**config.mk**
```make
export PLATFORM = sky130hd
export DESIGN_NAME = rx_aggregate_deframer
export DESIGN_NICKNAME = d
export VERILOG_FILES = /design/src/rtl/rad_pkg.sv /design/src/rtl/rx_aggregate_deframer.sv
export SDC_FILE = /design/constraint.sdc
export NUM_CORES = 1
export LEC_CHECK = 0
export BUFFER_PORTS_ARGS = -buffer_cell sky130_fd_sc_hd__buf_2
export CORE_AREA = 2 2 160 162
export CTS_CLUSTER_SIZE = 8
export DETAILED_ROUTE_END_ITERATION = 10
export DIE_AREA = 0 0 162 164
export PLACE_DENSITY = 0.67
export SYNTH_ARGS = -nofsm -noshare
export SYNTH_HDL_FRONTEND = slang
export SYNTH_SLANG_ARGS = --single-unit
```
**constraint.sdc**
```tcl
create_clock -name clk -period 7.4 [get_ports clk]
set_clock_uncertainty 0.2 [all_clocks]
set_input_delay 0.37 -clock clk [delete_from_list [all_inputs] [get_ports clk]]
set_output_delay 0.37 -clock clk [all_outputs]
set_load 0.005 [all_outputs]
```
**src/rtl/rad_pkg.sv**
```systemverilog
// ----------------------------------------------------------------------------
// rad_pkg
// Shared widths, descriptor layout and constants of the receive deframer.
// ----------------------------------------------------------------------------
package rad_pkg;

  localparam int unsigned BufferBytesDefault = 16384;

  localparam int unsigned DataW  = 8;
  localparam int unsigned BlenW  = 15;
  localparam int unsigned PosW   = 15;
  localparam int unsigned LenW   = 14;
  localparam int unsigned CountW = 8;

  // slave tdata: data_byte, buffer_length, zero fill
  localparam int unsigned STdataW = 24;
  // master tdata: packet_byte, packet_length, zero fill
  localparam int unsigned MTdataW = 24;

  localparam logic [LenW-1:0] MaxPacketReset = 14'd2346;

  localparam logic [7:0] DescBytes = 8'd24;
  localparam logic [7:0] UnitAlign = 8'd128;

  // byte offsets inside the descriptor
  localparam logic [PosW-1:0] RelCount  = 15'd10;
  localparam logic [PosW-1:0] RelReport = 15'd13;

  // descriptor word 0 bit positions
  localparam int unsigned CrcErrBit    = 14;
  localparam int unsigned IcvErrBit    = 15;
  localparam int unsigned SwDecryptBit = 27;

  // security types
  localparam logic [2:0] SecNone = 3'd0;
  localparam logic [2:0] SecTkip = 3'd2;
  localparam logic [2:0] SecAes  = 3'd4;

endpackage

```
**src/rtl/rx_aggregate_deframer.sv**
```systemverilog
// ----------------------------------------------------------------------------
// rx_aggregate_deframer
// Splits one aggregated receive transfer, one byte per transaction, into the
// packets it carries and forwards the bytes of the accepted packets.
// ----------------------------------------------------------------------------
//
//  channel  dir  handshake            payload
//  s_*      in   s_tvalid/s_tready    tdata: data_byte, buffer_length; tlast: last_byte
//  m_*      out  m_tvalid/m_tready    tdata: packet_byte, packet_length;
//                                     tuser: packet_start; tlast: packet_end
//  cfg_*    in   cfg_valid/cfg_ready  cfg_data: max_packet_size
//
//  one byte per cycle while s_tready is high; each byte is parsed in the cycle it is
//  accepted and its result, if any, appears in the output register on the next cycle
//  s_tready is low only while the output register holds a result that
//  m_tready does not take
//  rst (synchronous) clears the parse state and the output valid m_tvalid and sets
//  max_packet_size to 2346; cfg_ready is always high
//
module rx_aggregate_deframer #(
  parameter int unsigned BUFFER_BYTES = rad_pkg::BufferBytesDefault
) (
  input  logic                       clk,
  input  logic                       rst,
  input  logic                       s_tvalid,
  output logic                       s_tready,
  input  logic [rad_pkg::STdataW-1:0] s_tdata,   // [7:0] data_byte, [22:8] buffer_length
  input  logic                       s_tlast,
  output logic                       m_tvalid,
  input  logic                       m_tready,
  output logic [rad_pkg::MTdataW-1:0] m_tdata,   // [7:0] packet_byte, [21:8] packet_length
  output logic                       m_tuser,   // [0] packet_start
  output logic                       m_tlast,
  input  logic                       cfg_valid,
  output logic                       cfg_ready,
  input  logic [rad_pkg::LenW-1:0]   cfg_data
);
  import rad_pkg::*;

  localparam logic [16:0] BufLimit = 17'(BUFFER_BYTES);

  typedef enum logic [2:0] {
    PH_DESC,
    PH_GAP,
    PH_PAYLOAD,
    PH_PAD,
    PH_STOP
  } phase_t;

  // parse state
  phase_t             phase, phase_next;
  logic [PosW-1:0]    byte_position, byte_position_next;
  logic [PosW-1:0]    unit_start, unit_start_next;
  logic [31:0]        descriptor_word_zero, descriptor_word_zero_next;
  logic [1:0]         report_select, report_select_next;
  logic [CountW-1:0]  packets_left, packets_left_next;
  logic               deliver_current, deliver_current_next;
  logic [LenW-1:0]    max_packet_size;

  // values derived from descriptor word 0, settled long before they are used
  logic [7:0]         pkt_offset;
  logic [PosW-1:0]    pkt_stop;
  logic [PosW-1:0]    unit_bytes;

  logic               s_xfer;
  logic [DataW-1:0]   data_byte;
  logic [BlenW-1:0]   buffer_length;
  logic [BlenW-1:0]   blen;
  logic [PosW-1:0]    rel;
  logic [PosW:0]      rel_inc;
  logic [PosW:0]      pos_inc;
  logic [PosW-1:0]    remaining;
  logic [LenW-1:0]    pkt_len;
  logic               len_zero;
  logic [2:0]         sec;
  logic               sec_ok;
  logic               accept_ok;
  phase_t             cur_phase;
  logic               do_after;
  logic [CountW-1:0]  after_left;
  logic [CountW-1:0]  count_load;
  logic               res_valid, res_start, res_end;

  assign s_xfer        = s_tvalid && s_tready;
  assign s_tready      = !m_tvalid || m_tready;
  assign cfg_ready     = 1'b1;
  assign data_byte     = s_tdata[7:0];
  assign buffer_length = s_tdata[22:8];

  assign blen      = (17'(buffer_length) > BufLimit) ? BlenW'(BufLimit) : buffer_length;
  assign rel       = byte_position - unit_start;
  assign rel_inc   = {1'b0, rel} + 16'd1;
  assign pos_inc   = {1'b0, byte_position} + 16'd1;
  assign remaining = (blen > unit_start) ? (blen - unit_start) : '0;

  assign pkt_len  = descriptor_word_zero[LenW-1:0];
  assign len_zero = (pkt_len == '0);
  assign sec      = descriptor_word_zero[22:20];
  assign sec_ok   = (sec == SecNone) ||
                    ((sec == SecTkip || sec == SecAes) && !descriptor_word_zero[SwDecryptBit]);
  assign accept_ok = !len_zero && (pkt_len <= max_packet_size) &&
                     !descriptor_word_zero[CrcErrBit] && !descriptor_word_zero[IcvErrBit] &&
                     (report_select == 2'd0) && sec_ok;

  always_comb begin
    cur_phase = phase;
    if (phase != PH_STOP && byte_position >= blen) begin
      cur_phase = PH_STOP;
    end

    phase_next                = cur_phase;
    unit_start_next           = unit_start;
    descriptor_word_zero_next = descriptor_word_zero;
    report_select_next        = report_select;
    packets_left_next         = packets_left;
    deliver_current_next      = deliver_current;
    do_after                  = 1'b0;
    after_left                = packets_left;
    count_load                = (packets_left == '0) ? CountW'(1) : packets_left;
    res_valid                 = 1'b0;
    res_start                 = 1'b0;
    res_end                   = 1'b0;

    unique case (cur_phase)
      PH_DESC: begin
        if (rel == '0 && remaining < PosW'(DescBytes)) begin
          phase_next = PH_STOP;
        end else begin
          if (rel < PosW'(4)) begin
            descriptor_word_zero_next[{rel[1:0], 3'b000} +: 8] = data_byte;
          end else if (rel == RelCount && packets_left == '0) begin
            packets_left_next = data_byte;
          end else if (rel == RelReport) begin
            report_select_next = data_byte[7:6];
          end
          if (rel == PosW'(DescBytes) - PosW'(1)) begin
            // packet up to its last byte must fit in what is left of the transfer
            if (pkt_stop > remaining) begin
              phase_next = PH_STOP;
            end else begin
              packets_left_next    = count_load - CountW'(1);
              deliver_current_next = accept_ok;
              if (pkt_offset > DescBytes) begin
                phase_next = PH_GAP;
              end else if (len_zero) begin
                do_after   = 1'b1;
                after_left = count_load - CountW'(1);
              end else begin
                phase_next = PH_PAYLOAD;
              end
            end
          end
        end
      end
      PH_GAP: begin
        if (rel_inc >= 16'(pkt_offset)) begin
          if (len_zero) begin
            do_after = 1'b1;
          end else begin
            phase_next = PH_PAYLOAD;
          end
        end
      end
      PH_PAYLOAD: begin
        res_valid = deliver_current;
        res_start = (rel == PosW'(pkt_offset));
        res_end   = (rel_inc == 16'(pkt_stop));
        if (rel_inc >= 16'(pkt_stop)) begin
          do_after = 1'b1;
        end
      end
      PH_PAD: begin
        if (pos_inc >= 16'(unit_start)) begin
          phase_next = PH_DESC;
        end
      end
      PH_STOP: begin
        phase_next = PH_STOP;
      end
      default: begin
        phase_next = PH_STOP;
      end
    endcase

    // end of a unit's packet: stop, or move on to the next aligned unit
    if (do_after) begin
      if (after_left == '0 || unit_bytes > remaining) begin
        phase_next = PH_STOP;
      end else begin
        unit_start_next = unit_start + unit_bytes;
        phase_next      = (rel_inc == 16'(unit_bytes)) ? PH_DESC : PH_PAD;
      end
    end

    byte_position_next = (byte_position != '1) ? pos_inc[PosW-1:0] : byte_position;

    if (s_tlast) begin
      phase_next                = PH_DESC;
      byte_position_next        = '0;
      unit_start_next           = '0;
      descriptor_word_zero_next = '0;
      report_select_next        = '0;
      packets_left_next         = '0;
      deliver_current_next      = 1'b0;
    end
  end

  always_ff @(posedge clk) begin
    if (rst) begin
      phase                <= PH_DESC;
      byte_position        <= '0;
      unit_start           <= '0;
      descriptor_word_zero <= '0;
      report_select        <= '0;
      packets_left         <= '0;
      deliver_current      <= 1'b0;
      max_packet_size      <= MaxPacketReset;
      m_tvalid             <= 1'b0;
    end else begin
      if (cfg_valid && cfg_ready) begin
        max_packet_size <= cfg_data;
      end
      if (s_xfer) begin
        phase                <= phase_next;
        byte_position        <= byte_position_next;
        unit_start           <= unit_start_next;
        descriptor_word_zero <= descriptor_word_zero_next;
        report_select        <= report_select_next;
        packets_left         <= packets_left_next;
        deliver_current      <= deliver_current_next;
        m_tvalid             <= res_valid;
      end else if (m_tready) begin
        m_tvalid <= 1'b0;
      end
    end
  end

  // offset, packet end and aligned unit size follow descriptor word 0
  always_ff @(posedge clk) begin
    pkt_offset <= DescBytes + {1'b0, descriptor_word_zero[19:16], 3'b000} +
                  8'(descriptor_word_zero[25:24]);
    pkt_stop   <= PosW'(pkt_offset) + PosW'(pkt_len);
    unit_bytes <= (pkt_stop + PosW'(UnitAlign) - PosW'(1)) & ~(PosW'(UnitAlign) - PosW'(1));
  end

  // output register
  always_ff @(posedge clk) begin
    if (s_xfer) begin
      m_tdata <= {(MTdataW - DataW - LenW)'(0), pkt_len, data_byte};
      m_tuser <= res_start;
      m_tlast <= res_end;
    end
  end

  a_stall_blocks_input: assert property (@(posedge clk) disable iff (rst)
    (m_tvalid && !m_tready) |-> !s_tready)
    else $error("input taken while a result is stalled");

  a_last_restarts: assert property (@(posedge clk) disable iff (rst)
    (s_xfer && s_tlast) |=> (phase == PH_DESC && byte_position == '0 && unit_start == '0))
    else $error("parse state not cleared after the last byte");

  a_start_keeps_deliver: assert property (@(posedge clk) disable iff (rst)
    (s_xfer && res_valid && res_start && !res_end) |=> (deliver_current && phase == PH_PAYLOAD))
    else $error("packet dropped after its first byte");

  a_result_only_payload: assert property (@(posedge clk) disable iff (rst)
    (s_xfer && res_valid) |-> (cur_phase == PH_PAYLOAD && !len_zero))
    else $error("result outside a packet payload");

endmodule
```
# After elaboration in Yosys (flattened, before gate mapping)

Cells that the tools add are included.

Flip-flop bits (word level): 146
Bits of input ports: 44

Add/subtract/negate cells: 12
Equality and inequality tests: 18
Reductions and logical operators: 39
$lt $le $gt $ge: 12
Muxes and demuxes: 61
Shift operators: 2

Operators with widths:

| operator                 | number |
|---|---|
| $mux W32                 | 4 |
| $mux W8                  | 14 |
| $mux W15                 | 7 |
| $gt A15 B15 Y1           | 3 |
| $mux W3                  | 11 |
| $add A15 B1 Y16 const B  | 2 |
| $bwmux W32               | 1 |
| $eq A16 B15 Y1           | 2 |
| $ge A16 B15 Y1           | 2 |
| $shift A8 B7 Y32 const A | 1 |
| $shiftx A8 B7 Y32        | 1 |
| $eq A15 B4 Y1 const B    | 2 |
| $sub A15 B15 Y15         | 2 |
| $ge A16 B8 Y1            | 1 |
| $logic_not A8 Y1         | 2 |
| $add A15 B15 Y15         | 1 |
| $add A15 B8 Y15 const B  | 1 |
| $add A8 B14 Y15          | 1 |
| $eq A15 B5 Y1 const B    | 1 |
| $eq A15 B8 Y1            | 1 |
| $ge A15 B15 Y1           | 1 |
| $gt A15 B15 Y1 const B   | 1 |
| $logic_not A15 Y1        | 1 |
| $lt A15 B3 Y1 const B    | 1 |
| 30 further kinds         | 80 |

# Longest topological paths before layout

Gate-level depths: netlist (run 1).

Depth in word-level cells: 14
Depth in mapped cells: 24
Mapped depth without buffers: 20

# Worst setup path before layout (run 1)

No wires, ideal clock.

Kind: in2reg
Start point: input port s_tdata[22] in the netlist's numbering
End point: register unit_start[7]
Arrival: 4.619 ns
Library setup time: 0.117 ns
Path buffers: 3
Cell stages on the path: 23
Path slack: 2.463 ns
Path through: inv_1 clkbuf_1 nand2_1 inv_1 ha_1 clkbuf_1 and2_1 nand4_1 o32a_1 o31a_1 clkbuf_1 nand2_1 ha_1 a21o_1 a21oi_1 o21ai_0 nand3_1 a31oi_1 or4b_4 o311ai_2 o21bai_4 nor2_4 a32o_1

Longest elaborated chain between the ends: 13
Elaborated cells between the ends (all ways): 28
Classes of those cells: 1 x add/sub; 6 x order compare; 3 x eq/ne; 11 x mux; 7 x reduce/logical

Ends and longest elaborated chain:

| element                                            | RTL line                     | source |
|---|---|---|
| from (decl)                                        | rx_aggregate_deframer.sv:27  | `input logic [rad_pkg::STdataW-1:0] s_tdata,` |
| $gt A15 B15 Y1                                     | rx_aggregate_deframer.sv:90  | `assign blen = (17'(buffer_length) > BufLimit) ? BlenW'(BufLimit) : buffer_length;` |
| $mux W15 *                                         | rx_aggregate_deframer.sv:90  |  |
| $sub A15 B15 Y15 or $gt A15 B15 Y1 (tied branches) | rx_aggregate_deframer.sv:94  | `assign remaining = (blen > unit_start) ? (blen - unit_start) : '0;` |
| $mux W15                                           | rx_aggregate_deframer.sv:94  |  |
| $gt A15 B15 Y1                                     | rx_aggregate_deframer.sv:138 | `if (pkt_stop > remaining) begin` |
| $mux W8                                            | rx_aggregate_deframer.sv:138 |  |
| $mux W8                                            | rx_aggregate_deframer.sv:136 | `if (rel == PosW'(DescBytes) - PosW'(1)) begin` |
| $mux W8                                            | rx_aggregate_deframer.sv:126 | `if (rel == '0 && remaining < PosW'(DescBytes)) begin` |
| $mux W8                                            | rx_aggregate_deframer.sv:124 | `unique case (cur_phase)` |
| $logic_not A8 Y1                                   | rx_aggregate_deframer.sv:187 | `if (after_left == '0 \|\| unit_bytes > remaining) begin` |
| $logic_or A1 B1 Y1                                 | rx_aggregate_deframer.sv:187 |  |
| $ne A2 B2 Y1 (no line)                             | --                           |  |
| $reduce_and A3 Y1 (no line) *                      | --                           |  |
| to (signal assigned)                               | rx_aggregate_deframer.sv:226 | `unit_start <= unit_start_next;` |
| to (decl)                                          | rx_aggregate_deframer.sv:53  | `logic [PosW-1:0] unit_start, unit_start_next;` |

Mark *: on every way between the ends. The rest lies on a longest branch, timed or not.
A chain may end at the register's enable or synchronous reset.

# Worst setup path after layout (run 1)

Start point: input port s_tdata[22] in the netlist's numbering
End point: register unit_start[12]

The elaborated chain is that of the path after synthesis.

==> results.toml, run 1 <==
[status]
outcome = "finished, final reports clean"

[synth]
ys_async_sr_fraction = 0
yosys.area.top_type = "dfxtp_1"
synth_area_leaders = "dfxtp_1 (22%), ha_1 (16%), edfxtp_1 (7.3%)"
syn-instance-count = 1140
synth_ff_type = "dfxtp_1"
synth_simple_gate_area_frac = 0.217
avgSynthCellArea_um2 = 8.65
synth_edf_count = 24
yosysUniqueCellTypes = 99
ys.warnings.count = 0
synthXorXnorAreaFrac = 0.0757
synth_top_family_by_area = "simple AND/OR/NAND/NOR gates"
yosys.area_share.adder = 0.161
ys_seq_area_frac = 0.292
synth_area_um2 = 9860
synth_seq_cells = 132
synth_compound_area_frac = 0.184
yosysTopAreaCellShare = 0.219
synth.mux.area_fraction = 0.0175

[power_and_ir_drop]
powerDensity_nw_per_um2 = 162
fin_total_pwr_mw = 1.81
ir_drop_mv = 0.156
power.leakage_nw = 4.55

[timing]
tns_ps = 0
fin_crit_sh = 0.729
worst_pin_slew_ps = 1150
min_period_ps = 5400
worst_slack_ps = 2000
hold_viol = 0
drv_slew = 0
setup_violations = 0
rsz0062_at_grt = "no"
fmax_mhz = 185
slew_headroom = 0.227

[worst_setup_path]
cpPeakStageDelay_ps = 680
cp.required_ps = 7540
worstSetupPathType = "input port to register"
ff2ff_path_depth = 19
path_max_fanout = 17
crit_path_start_kind = "input port"
cpMaxStageDelayCell = "a31oi_1"
endpoint_kind = "register"
regToRegSetupSlack_ps = 2040
critical_path_arrival_ps = 5530
cp_cell_sequence = "buf_2 -> inv_1 -> nand2_1 -> inv_1 -> ha_1 -> and2_1 -> nand4_1 -> o32a_1 -> o31a_1 -> nand2_1 -> ha_1 -> nand2_1 -> o21ai_0 -> a31oi_1 -> a2111o_1 -> a31oi_1 -> or4b_4 -> o311ai_2 -> o21bai_4 -> or4_1 -> o31ai_1"
path_common_cell = "nand2_1"

[die]
ios = 73
dieWidth_um = 162
die_area_um2 = 26600
design.core.area_um2 = 24800
start_util = 0.397
die_h_um = 164
rows = 58

[placement]
hpwl_mm = 20.9
place_inst = 1508
gp_congestion = 0.966
pre_cts_ws_ps = 1620
post_dp_cell_area_um2 = 10400
io_buffers = 68

[clock_tree]
clock-sinks = 132
cts_made_buffers = 17
postCtsSetupRepairBufs = 0
clkTransAtPathRegs_ps = 60
cts_tree = "yes"
clkLatencyLatePin_ps = 430
ctsHoldBuffers = 15
cts-root-buf = "clkbuf_16"
ctsResizeCount = 0
cts.path.max_buffers = 2
htreeDepth = 4

[global_routing]
grt_usage = 0.212
antenna_found_initial = 0
gr-total-overflow = 0
first_global_vias = 8356
grt_start_max_net_pins = 41
grt_pass1_wl_mm = 44.0

[layout]
design_area_um2 = 11200
stdcell_count = 1555
final_nets = 1381
final.fill_count = 2458
antenna_cells = 0
syn_to_final_growth_pct = 13.3
layout_common_cells = "ha_1 (123), dfxtp_1 (108), nand2_1 (95)"
drive_above_1_share = 0.109
final_common_cell = "ha_1"

[worst_hold_path]
hold_path.class = "input port to register"
hold_depth = 1

[route]
via_count = 8800
wl_mm = 27.4
firstDrtPassIters = 5
via_per_inst = 5.66
wl_per_cell_um = 17.7
first_iter_violations = 603
ant_nets = 0
drcViolationCount = 0

[flow_run]
maxCapViolations = 0
==> cell usage after synthesis (6+ instances only) <==
cell        n
nor2b_1     9
nand3_1    39
and2_1      9
nor3_1     34
a31oi_1     9
or3_1       6
mux2i_1    15
or4_1      12
dfxtp_1   108
a21oi_1    57
a22o_1     15
nand4_1    27
inv_1      80
clkbuf_1   18
and3_1      9
nor3b_1     6
o21ai_0    31
o211ai_1   20
a211oi_1   10
nor2_1     87
xnor2_1    60
nand2_1    95
a21o_1     18
nor4b_1     7
nand2b_1   13
o21a_1     12
ha_1      123
edfxtp_1   24
o21ai_1     8
xor2_1     22
nor4_1     19
a22oi_1    11
==> cell type report <==
type	count	area, um^2	area share
Multi-Input combinational cell	893	6480	0.580
Tap cell	330	413	0.0370
Inverter	81	304	0.0272
Clock inverter	12	130	0.0117
Clock buffer	20	437	0.0391
Sequential cell	132	2880	0.258
Timing Repair Buffer	87	520	0.0466
==> worst max-delay path: cells and delay by family <==
| kind | cells | cell delay [ps] |
|---|---|---|
| AO/OA/AOI/OAI | 9 | 2300 |
| adder cells (fa/ha/maj) | 2 | 680 |
| buffers and inverters | 3 | 600 |
| AND/OR/NAND/NOR | 7 | 1570 |
==> flip-flops by register name, indices dropped and copies added (netlist names) <==
register and count:
packets_left 8, unit_start 8, m_tdata 22, max_packet_size 14, pkt_offset 7, phase 3, pkt_stop 15, m_tvalid 1
report_select 2, deliver_current 1, m_tlast 1, descriptor_word_zero 26, byte_position 15, m_tuser 1, unit_bytes 8
==> where the power goes <==
group / internal, mW / switching (mW) / total (mW)
clock: 0.495 / 0.335 / 0.831
combinational: 0.0894 / 0.143 / 0.232
sequential: 0.743 / 0.00595 / 0.749
total: 1.33 / 0.484 / 1.81
==> through the flow <==
stage,hold slack [ps],util
6_report,22.8,0.450
5_1_grt,12.8,0.450
4_1_cts,17.7,0.450
3_5_place_dp,149,0.421
3_3_place_gp,141,0.421
2_1_floorplan,130,-
==> layer usage <==
layer	GRT usage	share of wire	up-vias
li1	-	-	4323
met1	0.288	0.46	4178
met3	0.0351	0.052	40
met4	0.0595	0.019	0
met2	0.347	0.47	259
met5	0	0	-
==> worst paths after layout <==
path | from | to
worst max register to register | byte_position[1] | unit_start[8]
worst min-delay path | s_tdata[2] | m_tdata[2]
worst max-delay path | s_tdata[22] | unit_start[12]
worst min register to register | descriptor_word_zero[24] | pkt_offset[0]
==> kinds of logic after synthesis <==
logic type,after synthesis
other cells,2
buf+inv,119
flops,132
simple gates,406
xor+xnor,83
compound gates,255
fa+ha+maj,126
mux,17
Note: power is estimated with default switching activity, not from simulation.
==> inputs of run 2 (changes only) <==
ABC_AREA = 1   (was unset)
CORE_AREA = 2 2 169 171   (was 2 2 160 162)
DIE_AREA = 0 0 171 173   (was 0 0 162 164)
PLACE_DENSITY = 0.66   (was 0.67)
clock period = 5.6 ns   (was 7.4 ns; I/O delays follow)
==> run 2 against run 1 <==
Effect of this change:
- first-iteration DRC count grew 24%
- die area grew 11%
- worst setup slack lost 1500 ps
- routed wire length grew 20%
- global-route usage grew 1.2 points
- via count grew 26%
- critical path type unchanged
- critical endpoint is now unit_start[7]
- highest routed layer unchanged
==> results.toml, run 2 <==
[layout]
top_register = "descriptor_word_zero"
drive_above_1_share = 0.0942
reg_top3 = "descriptor_word_zero x26, m_tdata x22"
utilization = 0.458
largest_reg_flops = 26
antenna_cells = 0
final_nets = 1929
final_common_cell = "nand2_1"
design_area_um2 = 12700
layout_common_cells = "nand2_1 (438), inv_1 (223), nor2_1 (157)"
syn_to_final_growth_pct = 14.9

[synth]
ys_seq_area_frac = 0.262
yosysUniqueCellTypes = 55
synth_area_um2 = 11000
syn-instance-count = 1665
ys.warnings.count = 0
avgSynthCellArea_um2 = 6.62
ys_async_sr_fraction = 0
synthXorXnorAreaFrac = 0.0325
synth.mux.area_fraction = 0
yosysMostFrequentCell = "nand2_1"
synth_ff_type = "dfxtp_1"
yosysTopAreaCellShare = 0.196
yosys.area.top_type = "dfxtp_1"
yosys.area_share.adder = 0.143
synth_common_cells = "nand2_1 (438), inv_1 (225), nor2_1 (157), a21oi_1 (130), ha_1 (123)"
synth_edf_count = 24
synth_top_family_by_area = "simple AND/OR/NAND/NOR gates"
synth_seq_cells = 132
synth_compound_area_frac = 0.128
synth_simple_gate_area_frac = 0.335
synth_area_leaders = "dfxtp_1 (20%), nand2_1 (15%), ha_1 (14%)"

[power_and_ir_drop]
powerDensity_nw_per_um2 = 234
power.leakage_nw = 6.16
fin_total_pwr_mw = 2.96
ir_drop_mv = 0.194

[worst_setup_path]
cp.required_ps = 5750
crit_buf_inv = 3
cpPeakStageDelay_ps = 380
cp_top_family = "simple AND/OR/NAND/NOR gates"
endpoint_kind = "register"
crit_path_start_kind = "input port"
path_common_cell = "nand2_1"
critical_path_arrival_ps = 5240
cpMaxStageDelayCell = "nor3_1"
path_max_fanout = 13
worstSetupPathType = "input port to register"

[route]
drcViolationCount = 0
via_count = 11100
firstDrtPassIters = 6
wl_mm = 33.0
first_iter_violations = 746
wl_per_cell_um = 15.3
via_per_inst = 5.15
ant_nets = 0

[timing]
drv_slew = 0
hold_viol = 0
fmax_mhz = 196
fin_hold_ws_ps = 68.5
rsz0062_at_grt = "no"
slew_headroom = 0.390
fin_crit_sh = 0.909
setup_violations = 0
worst_pin_slew_ps = 914
tns_ps = 0
min_period_ps = 5090

[clock_tree]
cts_tree = "yes"
cts-root-buf = "clkbuf_16"
clkTransAtPathRegs_ps = 70
htreeDepth = 4
postCtsSetupRepairBufs = 0
clkLatencyLatePin_ps = 430
clock-sinks = 132
cts.path.max_buffers = 2
cts_made_buffers = 17

[placement]
hpwl_mm = 25.2
io_buffers = 68
gp_congestion = 0.934
post_dp_cell_area_um2 = 11700

[die]
design.core.area_um2 = 27600
die_h_um = 173
dieWidth_um = 171
rows = 61
die_area_um2 = 29600
start_util = 0.399
ios = 73

[global_routing]
antenna_found_initial = 0
gr-total-overflow = 0
grt_start_max_net_pins = 49
grt_pass1_wl_mm = 52.6
first_global_vias = 10300
grt_usage = 0.224

[status]
outcome = "finished, final reports clean"

[flow_run]
maxCapViolations = 0

[worst_hold_path]
hold_path.class = "input port to register"
-- run 2: power by group --
group          internal [mW]  leakage (nW)  switching [mW]
Clock                  0.688         0.309           0.537
Combinational          0.246          4.72           0.448
Sequential              1.01          1.12          0.0339
Total                   1.94          6.16            1.02
-- run 2: through the flow --
step | setup slack [ps] | cells
floorplan | 971 | 1669
global placement | 235 | 2089
detailed placement | 129 | 2089
CTS | 486 | 2151
global route | 19.2 | 2151
finish | 510 | 2151
-- run 2: layer usage --
| metal | vias up | share of wire | global-route usage |
|---|---|---|---|
| met1 | 5015 | 0.44 | 0.285 |
| li1 | 5661 | - | - |
| met3 | 73 | 0.052 | 0.0314 |
| met5 | - | 0 | 0 |
| met4 | 0 | 0.042 | 0.103 |
| met2 | 337 | 0.47 | 0.371 |
-- run 2: area by class of cell --
type                    count  area (um^2)
fillers                  2846        15000
multi-input cells        1267         7070
flip-flops and latches    132         2880
inverters                 234          878
repair buffers            108          716
well taps                 378          473
clock buffers              17          425
clock inverters            15          206
-- run 2: worst paths after layout --
check | from | end | slack, ps | cells after the start
worst max-delay path | s_tdata[8] | unit_start[7] | 510 | 34
worst min-delay path | cfg_valid | max_packet_size[0] | 70 | 3
worst max register to register | unit_start[14] | unit_start[7] | 530 | 30
worst min register to register | descriptor_word_zero[24] | pkt_offset[0] | 150 | 0
-- run 2: repair_timing --
action / 4_1_cts / 5_1_grt
endpoints found under the hold margin: 32 / 0
setup endpoints to repair: 0 / 8
hold buffers: 30 / 0
gates resized for setup: 0 / 3
-- run 2: cell families (layout without fill, tap and decap cells) --
kind of cell / count (synthesis) / after routing
xor gates and xnor gates: 40 / 40
other: 2 / 6
buffers and inverters: 270 / 374
and+or+nand+nor: 838 / 838
AOI/OAI and AO/OA: 258 / 258
DFF: 132 / 132
adders and majority gates: 125 / 125
-- run 2: worst min-delay path: stages --
cell	delay (ps)
buf_2	190
o21ai_0	120
nor2_1	80
==> inputs of run 3 (changes only) <==
PLACE_DENSITY = 0.68   (was 0.66)
REMOVE_ABC_BUFFERS = 1   (was unset)
clock period = 4.5 ns   (was 5.6 ns; I/O delays follow)
==> run 3 against run 2 <==
Effect of this change:
- critical path depth grew 1
- critical endpoint unchanged
- routed wire length grew 11%
- core utilization grew 4.1 points
- via count grew 6.8%
- sequential power grew 25%
- first-iteration DRC count grew 36%
- largest power group unchanged
- non-clock buffer count grew 106
- combinational power grew 53%
- count of clock-buffer cells in the layout is the same
==> results.toml, run 3 (same netlist as run 2, synthesis figures left out) <==
[worst_setup_path]
r2r-start = "unit_start[7]"
critical_path_arrival_ps = 4410
crit_path_start_kind = "input port"
cpMaxStageDelayCell = "ha_1"
cp.required_ps = 4640
regToRegSetupSlack_ps = 240
endpoint_kind = "register"
ff2ff_path_depth = 28
path_common_cell = "nand2_1"
r2r_end = "unit_start[7]"
path_max_fanout = 7
cpPeakStageDelay_ps = 320
worstSetupPathType = "input port to register"

[layout]
final_common_cell = "nand2_1"
final_nets = 2036
final.fill_count = 2748
utilization = 0.499
top_register = "descriptor_word_zero"
syn_to_final_growth_pct = 25.3
largest_reg_flops = 26
reg_top3 = "descriptor_word_zero x26, m_tdata x22"
antenna_cells = 0
stdcell_count = 2258
layout_common_cells = "nand2_1 (425), inv_1 (220), nor2_1 (142)"
multi_input_area_um2 = 7420
design_area_um2 = 13800
seq_area_um2 = 2890
drive_above_1_share = 0.178

[timing]
slew_headroom = 0.417
tns_ps = 0
setup_violations = 0
rsz0062_at_grt = "yes"
fmax_mhz = 234
hold_viol = 0
min_period_ps = 4270
fin_hold_ws_ps = 49.4
worst_slack_ps = 228
worst_pin_slew_ps = 865
drv_slew = 0
fin_crit_sh = 0.949

[route]
wl_mm = 36.7
via_per_inst = 5.24
wl_per_cell_um = 16.3
drcViolationCount = 0
firstDrtPassIters = 6
first_iter_violations = 1013
via_count = 11800
ant_nets = 0

[worst_hold_path]
hp-start = "s_tvalid"
hold_path.class = "input port to register"
hold_depth = 4
min_to = "phase[0]"

[die]
die_h_um = 173
design.core.area_um2 = 27600
start_util = 0.399
dieWidth_um = 171
rows = 61
die_area_um2 = 29600
ios = 73

[clock_tree]
cts_tree = "yes"
cts_made_buffers = 17
clkTransAtPathRegs_ps = 60
clkLatencyLatePin_ps = 440
htreeDepth = 4
cts-root-buf = "clkbuf_16"
cts.path.max_buffers = 2
clock-sinks = 132

[flow_run]
maxCapViolations = 0

[global_routing]
grt_start_max_net_pins = 48
first_global_vias = 11400
gr-total-overflow = 0
antenna_found_initial = 0
grt_pass1_wl_mm = 58.2
grt_usage = 0.247

[placement]
hpwl_mm = 27.4
io_buffers = 68
gp_congestion = 0.979
post_dp_cell_area_um2 = 12400
pre_cts_ws_ps = -488
place_inst = 2185

[power_and_ir_drop]
fin_total_pwr_mw = 3.84
power.leakage_nw = 6.70
ir_drop_mv = 0.217
powerDensity_nw_per_um2 = 278

[status]
outcome = "finished, final reports clean"
## run 3: critical path: cells and delay by family
kind            cells  cell delay [ps]
fa+ha+maj           2              550
compound gates      3              350
buf+inv             3              460
simple gates       27             2840
## run 3: worst max path at each step
stage	startpoint	endpoint	slack (ps)	cells past startpoint
after floorplan	s_tdata[8]	unit_start[7]	-90	38
after global placement	s_tdata[8]	unit_start[8]	-390	34
after detailed placement	s_tdata[8]	unit_start[8]	-490	34
after CTS	unit_start[7]	unit_start[7]	20	31
after global routing	s_tdata[20]	unit_start[7]	-70	35
final	s_tdata[12]	unit_start[7]	230	35
## run 3: what timing repair did
item | 4_1_cts | 5_1_grt
gates resized for setup | 3 | 82
pin swaps | 0 | 26
hold buffers | 33 | 0
endpoints found under the setup margin | 8 | 12
hold endpoints to repair | 32 | 0
cloned | 0 | 2
buffers inserted | 0 | 6
## run 3: power by group
part / total (mW) / internal (mW) / switching (mW) / leakage [nW]
logic: 1.06 / 0.426 / 0.631 / 5.27
registers: 1.30 / 1.25 / 0.0458 / 1.13
clock network: 1.48 / 0.845 / 0.636 / 0.300
## run 3: per-layer routing
layer / track usage / share of wire / vias to the layer above
li1: - / - / 5868
met1: 0.305 / 0.42 / 5402
met2: 0.420 / 0.47 / 458
met3: 0.0346 / 0.057 / 115
met4: 0.119 / 0.050 / 0
met5: 0 / 0 / -
## run 3: cell type report
type                    instances  area share
flip-flops and latches        132       0.209
clock inverters                15      0.0135
multi-input cells            1268       0.538
inverters                     234      0.0638
repair buffers                214       0.110
well taps                     378      0.0343
clock buffers                  17      0.0308
